===== config.mk =====
export PLATFORM = sky130hd
export DESIGN_NAME = sat_ram
export DESIGN_NICKNAME = d
export VERILOG_FILES = /design/src/hdl/sparse_accumulation_table_top_macros.svh /design/src/hdl/sat_ram.sv
export SDC_FILE = /design/constraint.sdc
export NUM_CORES = 1
export LEC_CHECK = 0
export BUFFER_PORTS_ARGS = -buffer_cell sky130_fd_sc_hd__buf_2
export CAP_MARGIN = 20
export CORE_MARGIN = 2
export CORE_UTILIZATION = 35
export CTS_CLUSTER_DIAMETER = 120
export CTS_CLUSTER_SIZE = 28
export DETAILED_ROUTE_END_ITERATION = 8
export GPL_ROUTABILITY_DRIVEN = 0
export SYNTH_ARGS = -nofsm -noshare
export SYNTH_HDL_FRONTEND = slang
export SYNTH_SLANG_ARGS = --single-unit

===== constraint.sdc =====
create_clock -name clk -period 5.42 [get_ports clk]
set_input_delay 1.355 -clock clk [delete_from_list [all_inputs] [get_ports clk]]
set_output_delay 1.355 -clock clk [all_outputs]
set_load 0.1 [all_outputs]

===== src/hdl/sparse_accumulation_table_top_macros.svh =====
// ---------------------------------------------------------------------------
// sparse_accumulation_table_top_macros.svh
// Assertion macros for the sparse accumulation table.
// ---------------------------------------------------------------------------
`ifndef SPARSE_ACCUMULATION_TABLE_TOP_MACROS_SVH
`define SPARSE_ACCUMULATION_TABLE_TOP_MACROS_SVH

`ifndef SYNTHESIS
// Same-cycle implication, sampled on clk, masked during reset.
`define SAT_ASSERT_IMP(lbl, ant, cons) \
    lbl: assert property (@(posedge clk) disable iff (!rst_n) (ant) |-> (cons)) \
        else $error("assertion failed");
// Next-cycle implication, sampled on clk, masked during reset.
`define SAT_ASSERT_NXT(lbl, ant, cons) \
    lbl: assert property (@(posedge clk) disable iff (!rst_n) (ant) |=> (cons)) \
        else $error("assertion failed");
`else
`define SAT_ASSERT_IMP(lbl, ant, cons)
`define SAT_ASSERT_NXT(lbl, ant, cons)
`endif

`endif


===== src/hdl/sat_ram.sv =====
// ---------------------------------------------------------------------------
// sat_ram
// Generic simple dual-port RAM, one write and one registered read port.
// ---------------------------------------------------------------------------
`timescale 1ns / 1ps

module sat_ram #(
    parameter int WIDTH = 8,
    parameter int DEPTH = 16
) (
    input  logic                     clk,
    input  logic                     we,
    input  logic [$clog2(DEPTH)-1:0] waddr,
    input  logic [WIDTH-1:0]         wdata,
    input  logic [$clog2(DEPTH)-1:0] raddr,
    output logic [WIDTH-1:0]         rdata
);

    logic [WIDTH-1:0] mem [DEPTH];

    always_ff @(posedge clk)
    begin
        if (we)
        begin
            mem[waddr] <= wdata;
        end
        rdata <= mem[raddr];
    end

endmodule


==> flow_summary.yaml, run 1 <==
worst_setup_path:
  cp.required_ps: 5450
  r2r_cells: 3
  rrSetupSlack_ps: 4050
  worstPathArrival_ps: 2670
  cp_max_fo: 8
  endpoint_kind: "register"
  cp-start-kind: "input port"
  regToRegStartpoint: "mem[5][2]"
  reg2reg_to: "rdata[2]"
  critPathKind: "in -> reg"
  startpoint: "waddr[2]"
route:
  via_per_inst: 5.17
  dr.pass1.iters: 4
  wl_um: 10100
  ant_nets: 0
  vias: 2397
  drt_iter0_drc: 231
  drc_errors: 0
  wl_per_cell_um: 21.7
clocking:
  cts-root-buf: "clkbuf_16"
  postCtsHoldBufs: 0
  clock_latency_ps: 410
  cts_buffers: 17
  cts_tree: "yes"
  clk_pin_slew_worst_paths_ps: 60
  htree_levels: 4
  clockBufferDepth: 2
  clkSinkCount: 136
  post_cts_resized: 0
  cts_setup_buffers: 0
cells_and_area:
  drive_above_1_share_pct: 27.9
  layout.nets: 286
  antenna_cells: 0
  fillerInstances: 1267
  syn_to_final_growth_pct: 19.3
yosys:
  yosysSeqAreaShare_pct: 77.8
  yosys-top-cells-count: "edfxtp_1, mux4_2, a22oi_1"
  ys_seq_elements: 136
  yosysMostFrequentCell: "edfxtp_1"
  synthArstFlopShare_pct: 0
  avgSynthCellArea_um2: 22.5
  synth_area_um2: 5150
  synthDominantCellAreaShare_pct: 74.7
  ys_types: 19
  yosys-top-cells-area: "edfxtp_1, mux4_2, mux4_1"
  yosys_warnings: 0
  syn_inst: 229
  synth_nets: 247
  synth_area_leader_cell: "edfxtp_1"
  synth_ff_type: "edfxtp_1"
  synth-edff-count: 128
power_and_ir_drop:
  cellPowerDensity_nw_per_um2: 433
  ir_drop_mv: 0.231
  p_leak_nw: 2.06
  fin_total_pwr_mw: 2.66
timing:
  fin_tns_setup_ps: 0
  relSlewSlack_pct: 37.2
  worstMarginPinSlew_ps: 938
  period_share_pct: 48.8
  max_freq_ghz: 0.378
  hold_viol_final: 0
  layout_min_cycle_time_ps: 2640
  report.final.slew_viol_count: 0
  setup_viol: 0
  rsz0062_at_grt: "false"
  whs_ps: 685
  fin_skew_ps: 4.90
floorplan:
  dieArea_um2: 15700
  core_um2: 14400
  initial_utilization_pct: 35.7
  ioPinCount: 26
  die_x_um: 125
  dieHeight_um: 125
  num_rows: 44
grt:
  grt_pass1_vias: 2578
  antenna_found_initial: 0
  grt_max_degree: 33
  grt-ovfl-total: 0
  grtUsageTotal_pct: 13.7
  grt_first_pass_wirelength_um: 15500
place:
  port_buffers: 25
  hpwl_um: 6480
flow_run:
  cap_violations: 0
hold_path:
  min_path_type: "reg -> reg"
  hold_start: "mem[13][7]"
  hold_end: "rdata[7]"
  min_path_cells: 3
status:
  status: "complete, no violations"
## stage by stage
step	setup slack (ps)	util, %	instances	instance area (um2)
finish	2780	42.6	464	6140
global placement	2010	37.7	431	5440
global route	2720	42.6	464	6140
CTS	2450	42.5	463	6120
detailed placement	2010	37.7	432	5440
floorplan	2570	-	229	5150
## registers in the layout, indices dropped and copies added, names as in the netlist
name,flops
mem,128
rdata,8
## worst max-delay path: stages
cell and delay [ps]:
buf_2 120, or3b_2 500, nor2_1 690
## cells by family (layout without fill, tap and decap cells)
logic type             count (synthesis)  after routing  share of synthesized area (%)
AOI/OAI and AO/OA                     16             16                           2.33
buffers and inverters                 10             61                           1.68
DFF                                  136            136                           77.8
muxes                                 32             32                           15.0
and+or+nand+nor                       35             35                           3.18
## final cells by class
type | count | area [um2] | share of cell area (%)
Clock buffer | 17 | 425 | 6.92
Clock inverter | 14 | 254 | 4.13
Multi-Input combinational cell | 83 | 1060 | 17.2
Sequential cell | 136 | 4000 | 65.2
Tap cell | 184 | 230 | 3.75
Timing Repair Buffer | 30 | 173 | 2.81
## cell usage in the layout, fill, tap and decap left out
master / synthesis / final
clkbuf_16: 0 / 17
or3b_2: 1 / 1
nand3b_1: 2 / 2
clkinv_4: 0 / 3
bufinv_16: 0 / 7
nand2_1: 9 / 9
nor2_1: 13 / 13
a22oi_1: 16 / 16
nor2b_1: 1 / 1
dfxtp_1: 8 / 8
buf_2: 3 / 26
clkinv_1: 0 / 2
nor3_1: 4 / 4
nand2b_1: 2 / 2
edfxtp_1: 128 / 128
nand3_1: 1 / 1
mux4_1: 14 / 14
buf_12: 0 / 1
clkinv_2: 0 / 2
and2b_1: 1 / 1
mux4_2: 18 / 18
and2_1: 1 / 1
buf_4: 1 / 3
## power by group
part           total [mW]  internal [mW]  switching (mW)
Clock                1.32          0.903           0.416
Sequential           1.18           1.18         0.00664
Combinational       0.156         0.0439           0.112
## worst max path at each step
stage | cells past startpoint | slack (ps) | end
6_report | 3 | 2780 | mem[2][0]
5_1_grt | 3 | 2720 | mem[1][5]
4_1_cts | 4 | 2450 | rdata[2]
3_5_place_dp | 4 | 2010 | rdata[2]
3_3_place_gp | 3 | 2010 | mem[0][0]
2_1_floorplan | 2 | 2570 | mem[0][0]
## layer usage
metal | vias up | GRT usage (%) | share of wire (%)
li1 | 1055 | - | -
met5 | - | 0 | 0
met4 | 0 | 4.90 | 1.2
met1 | 1276 | 18.6 | 45
met3 | 9 | 3.89 | 3.9
met2 | 57 | 21.5 | 49
Power figures use the tool's default switching activity.
==> inputs of run 2 (changes only) <==
Clock period 5.42 ns to 2.2 ns, I/O delays scaled along.
==> flow_summary.yaml, run 2 (same netlist as run 1, synthesis figures left out) <==
status:
  status: "complete, no violations"
grt:
  grt_max_degree: 33
  grt_pass1_vias: 2522
  top_usage_layer: "met2"
  grt_use_met3_pct: 4.24
  use_met1_pct: 18.4
  grtUsageMet2_pct: 21.2
  grt_first_pass_wirelength_um: 15600
  grt-ovfl-total: 0
  grtUsageTotal_pct: 13.7
  antenna_found_initial: 1
timing:
  period_share_pct: 80.3
  setup_viol: 0
  layout_min_cycle_time_ps: 1770
  relSlewSlack_pct: 66.8
  worstMarginPinSlew_ps: 501
  rsz0062_at_grt: "false"
  report.final.slew_viol_count: 0
  fin_skew_ps: 7.59
  fin_tns_setup_ps: 0
  hold_viol_final: 0
  max_freq_ghz: 0.566
route:
  wl_um: 9790
  vias: 2410
  drt_iter0_drc: 236
  wl_per_cell_um: 20.3
  dr.pass1.iters: 4
  via_per_inst: 5.00
  drc_errors: 0
  ant_nets: 0
worst_setup_path:
  endpoint_kind: "output port"
  cp-start-kind: "register"
  cp.required_ps: 1650
  crit_buf_inv: 1
  slowest_delay_ps: 450
  critPathKind: "reg -> out"
  cp_max_fo: 1
  slowest_stage: "buf_2"
  worstPathArrival_ps: 1220
  cp_cell_sequence: "buf_2"
  cp_top_family: "buffers and inverters"
place:
  port_buffers: 25
  hpwl_um: 6520
  placed_area_um2: 5600
clocking:
  clkSinkCount: 136
  htree_levels: 4
  clockBufferDepth: 2
  postCtsHoldBufs: 0
  clk_pin_slew_worst_paths_ps: 50
  clock_latency_ps: 410
  cts_buffers: 17
  cts-root-buf: "clkbuf_16"
  post_cts_resized: 0
  cts_setup_buffers: 0
  cts_tree: "yes"
cells_and_area:
  drive_above_1_share_pct: 32.7
  final_cell_mix: "edfxtp_1, buf_2, buf_4"
  fillerInstances: 1247
  top_regs: "mem: 128 flops, rdata: 8 flops"
  top_register: "mem"
  layout.nets: 302
  final_area_um2: 6250
  final_common_cell: "edfxtp_1"
  largest_reg_flops: 128
  syn_to_final_growth_pct: 21.5
floorplan:
  ioPinCount: 26
  dieHeight_um: 125
  core_um2: 14400
  initial_utilization_pct: 35.7
  num_rows: 44
  dieArea_um2: 15700
  die_x_um: 125
flow_run:
  cap_violations: 0
power_and_ir_drop:
  p_leak_nw: 2.12
  ir_drop_mv: 0.588
  cellPowerDensity_nw_per_um2: 1020
hold_path:
  min_path_type: "in -> reg"
-- run 2: power breakdown --
part,internal [mW],switching [mW]
logic,0.119,0.271
registers,2.90,0.0176
clock network,2.01,1.05
total,5.03,1.34
-- run 2: final timing paths --
| kind | startpoint | end | slack [ps] | depth (start not counted) |
|---|---|---|---|---|
| max | rdata[6] | rdata[6] | 430 | 1 |
| min | wdata[4] | mem[12][4] | 530 | 1 |
| max reg2reg | mem[5][0] | rdata[0] | 910 | 3 |
| min reg2reg | mem[8][1] | rdata[1] | 670 | 3 |
-- run 2: layout make-up --
cell class	count	area (um2)	share of cell area [%]
Antenna cell	1	2.50	0.0400
Sequential cell	136	4000	64.0
Multi-Input combinational cell	83	1060	16.9
Timing Repair Buffer	46	308	4.92
Clock inverter	15	226	3.62
Tap cell	184	230	3.68
Clock buffer	17	425	6.80
-- run 2: layer usage --
layer / vias to the layer above / wire [um] / part of all wire [%]
met2: 53 / 4740 / 48
met1: 1258 / 4490 / 46
met4: 0 / 159 / 1.6
met3: 11 / 408 / 4.2
met5: - / 0 / 0
li1: 1088 / - / -
-- run 2: metrics by stage --
stage	power, mW	utilization, %	worst slack [ps]	hold slack, ps	cells
2_1_floorplan	3.24	-	157	629	229
3_3_place_gp	3.36	38.8	223	654	449
3_5_place_dp	3.37	38.8	227	669	449
4_1_cts	6.43	43.3	413	507	481
5_1_grt	6.56	43.3	398	521	481
6_report	6.37	43.4	433	526	482
==> inputs of run 3 (changes only) <==
Settings changed: ABC_AREA from default to 1.
Clock period 2.2 ns to 1.5 ns, I/O delays scaled along.
==> flow_summary.yaml, run 3 <==
cells_and_area:
  antenna_cells: 0
  largest_reg_flops: 128
  layout.nets: 615
  syn_to_final_growth_pct: 19.3
  final_cell_mix: "nand2_1, edfxtp_1, inv_1"
  final_common_cell: "nand2_1"
  top_register: "mem"
  instances_no_fill: 826
  final_area_um2: 6880
  top_regs: "mem: 128 flops, rdata: 8 flops"
  drive_above_1_share_pct: 13.8
  fillerInstances: 1543
  utilization_pct: 43.0
worst_setup_path:
  cp-start-kind: "register"
  cp_cell_sequence: "buf_4"
  worstPathArrival_ps: 1070
  endpoint_kind: "output port"
  critPathKind: "reg -> out"
  cp_top_family: "flip-flops"
  cp_max_fo: 1
  slowest_delay_ps: 350
  cp.required_ps: 1120
  crit_buf_inv: 1
  slowest_stage: "dfxtp_1"
power_and_ir_drop:
  ir_drop_mv: 0.996
  p_leak_nw: 2.96
  fin_total_pwr_mw: 9.10
  cellPowerDensity_nw_per_um2: 1320
clocking:
  clockBufferDepth: 2
  clock_latency_ps: 420
  htree_levels: 4
  cts-root-buf: "clkbuf_16"
  cts_tree: "yes"
  cts_buffers: 17
  clkSinkCount: 136
  clk_pin_slew_worst_paths_ps: 60
route:
  dr.pass1.iters: 5
  drt_iter0_drc: 305
  wl_per_cell_um: 15.6
  drc_errors: 0
  vias: 3838
  via_per_inst: 4.65
  wl_um: 12800
  ant_nets: 0
grt:
  grt_max_degree: 45
  grt_first_pass_wirelength_um: 20600
  grtUsageTotal_pct: 15.8
  grt-ovfl-total: 0
  antenna_found_initial: 0
  grt_pass1_vias: 3895
floorplan:
  initial_utilization_pct: 36.0
  die_x_um: 132
  dieHeight_um: 132
  core_um2: 16000
  num_rows: 46
  dieArea_um2: 17500
  ioPinCount: 26
yosys:
  ys_types: 12
  yosysMostFrequentCell: "nand2_1"
  yosys-top-cells-area: "edfxtp_1, nand2_1, nand3_1"
  synth_ff_type: "edfxtp_1"
  avgSynthCellArea_um2: 10.5
  yosys-top-cells-count: "nand2_1, edfxtp_1, inv_1"
  synth_area_leader_cell: "edfxtp_1"
  synth_nets: 569
  yosysSeqAreaShare_pct: 69.4
  syn_inst: 551
  synth_area_um2: 5770
  synthDominantCellAreaShare_pct: 66.7
  synthArstFlopShare_pct: 0
  yosys_warnings: 0
  ys_seq_elements: 136
  synth-edff-count: 128
timing:
  hold_viol_final: 0
  fin_tns_setup_ps: 0
  fin_skew_ps: 6.53
  max_freq_ghz: 0.690
  report.final.slew_viol_count: 0
  setup_viol: 0
  relSlewSlack_pct: 74.6
  period_share_pct: 96.6
  setup_ws_ps: 50.9
  layout_min_cycle_time_ps: 1450
  whs_ps: 327
  worstMarginPinSlew_ps: 382
  rsz0062_at_grt: "false"
status:
  status: "complete, no violations"
flow_run:
  cap_violations: 0
place:
  placed_area_um2: 6270
  port_buffers: 25
  hpwl_um: 8080
  post-place-ws_ps: 48.2
  dp_cells: 794
hold_path:
  min_path_type: "in -> reg"
## run 3: cell count changes in the layout (fill, tap and decap cells not counted), moves of 3 or more
cell       delta
buf_4         +9
nor3_1        -4
inv_1       +100
bufinv_16     -3
mux4_2       -18
clkbuf_8      +3
clkinv_4      -3
nand2_1     +164
buf_2         -8
a22oi_1      -16
buf_12        +4
nand3_1      +96
nor2_1        +4
mux4_1       -14
## run 3: cells by family after synthesis
logic type / synth area share, %
simple gates: 21.0
buf+inv: 9.52
flops: 69.4
## run 3: path summary, 6_finish.rpt
kind	startpoint	endpoint	slack, ps	cells after the start
worst min register to register	mem[10][3]	rdata[3]	660	6
worst max-delay path	rdata[1]	rdata[1]	50	1
worst max register to register	mem[1][6]	rdata[6]	460	6
worst min-delay path	raddr[3]	rdata[3]	330	3
## run 3: metal layers
layer / vias to the layer above / track usage, % / routed length [um]
li1: 1866 / - / -
met1: 1857 / 19.4 / 5690
met2: 96 / 25.9 / 6290
met3: 19 / 4.73 / 630
met4: 0 / 6.57 / 235
met5: - / 0 / 0
## run 3: timing repair
| action | CTS | global route |
|---|---|---|
| hold endpoints to repair | 0 | 0 |
| gates resized for setup | 7 | 0 |
| buffers inserted | 0 | 0 |
| hold buffers | 0 | 0 |
| endpoints found under the setup margin | 7 | 0 |
## run 3: area by class of cell
class	instances	area (um2)	share of cell area, %
clock buffers	20	467	6.79
clock inverters	12	125	1.82
inverters	102	383	5.57
multi-input cells	289	1210	17.6
flip-flops and latches	136	4000	58.2
well taps	216	270	3.93
repair buffers	51	415	6.04
## run 3: where the power goes
group	internal [mW]	leakage [nW]	switching, mW
clock	2.56	0.277	1.53
sequential	4.25	1.22	0.0266
combinational	0.196	1.46	0.539
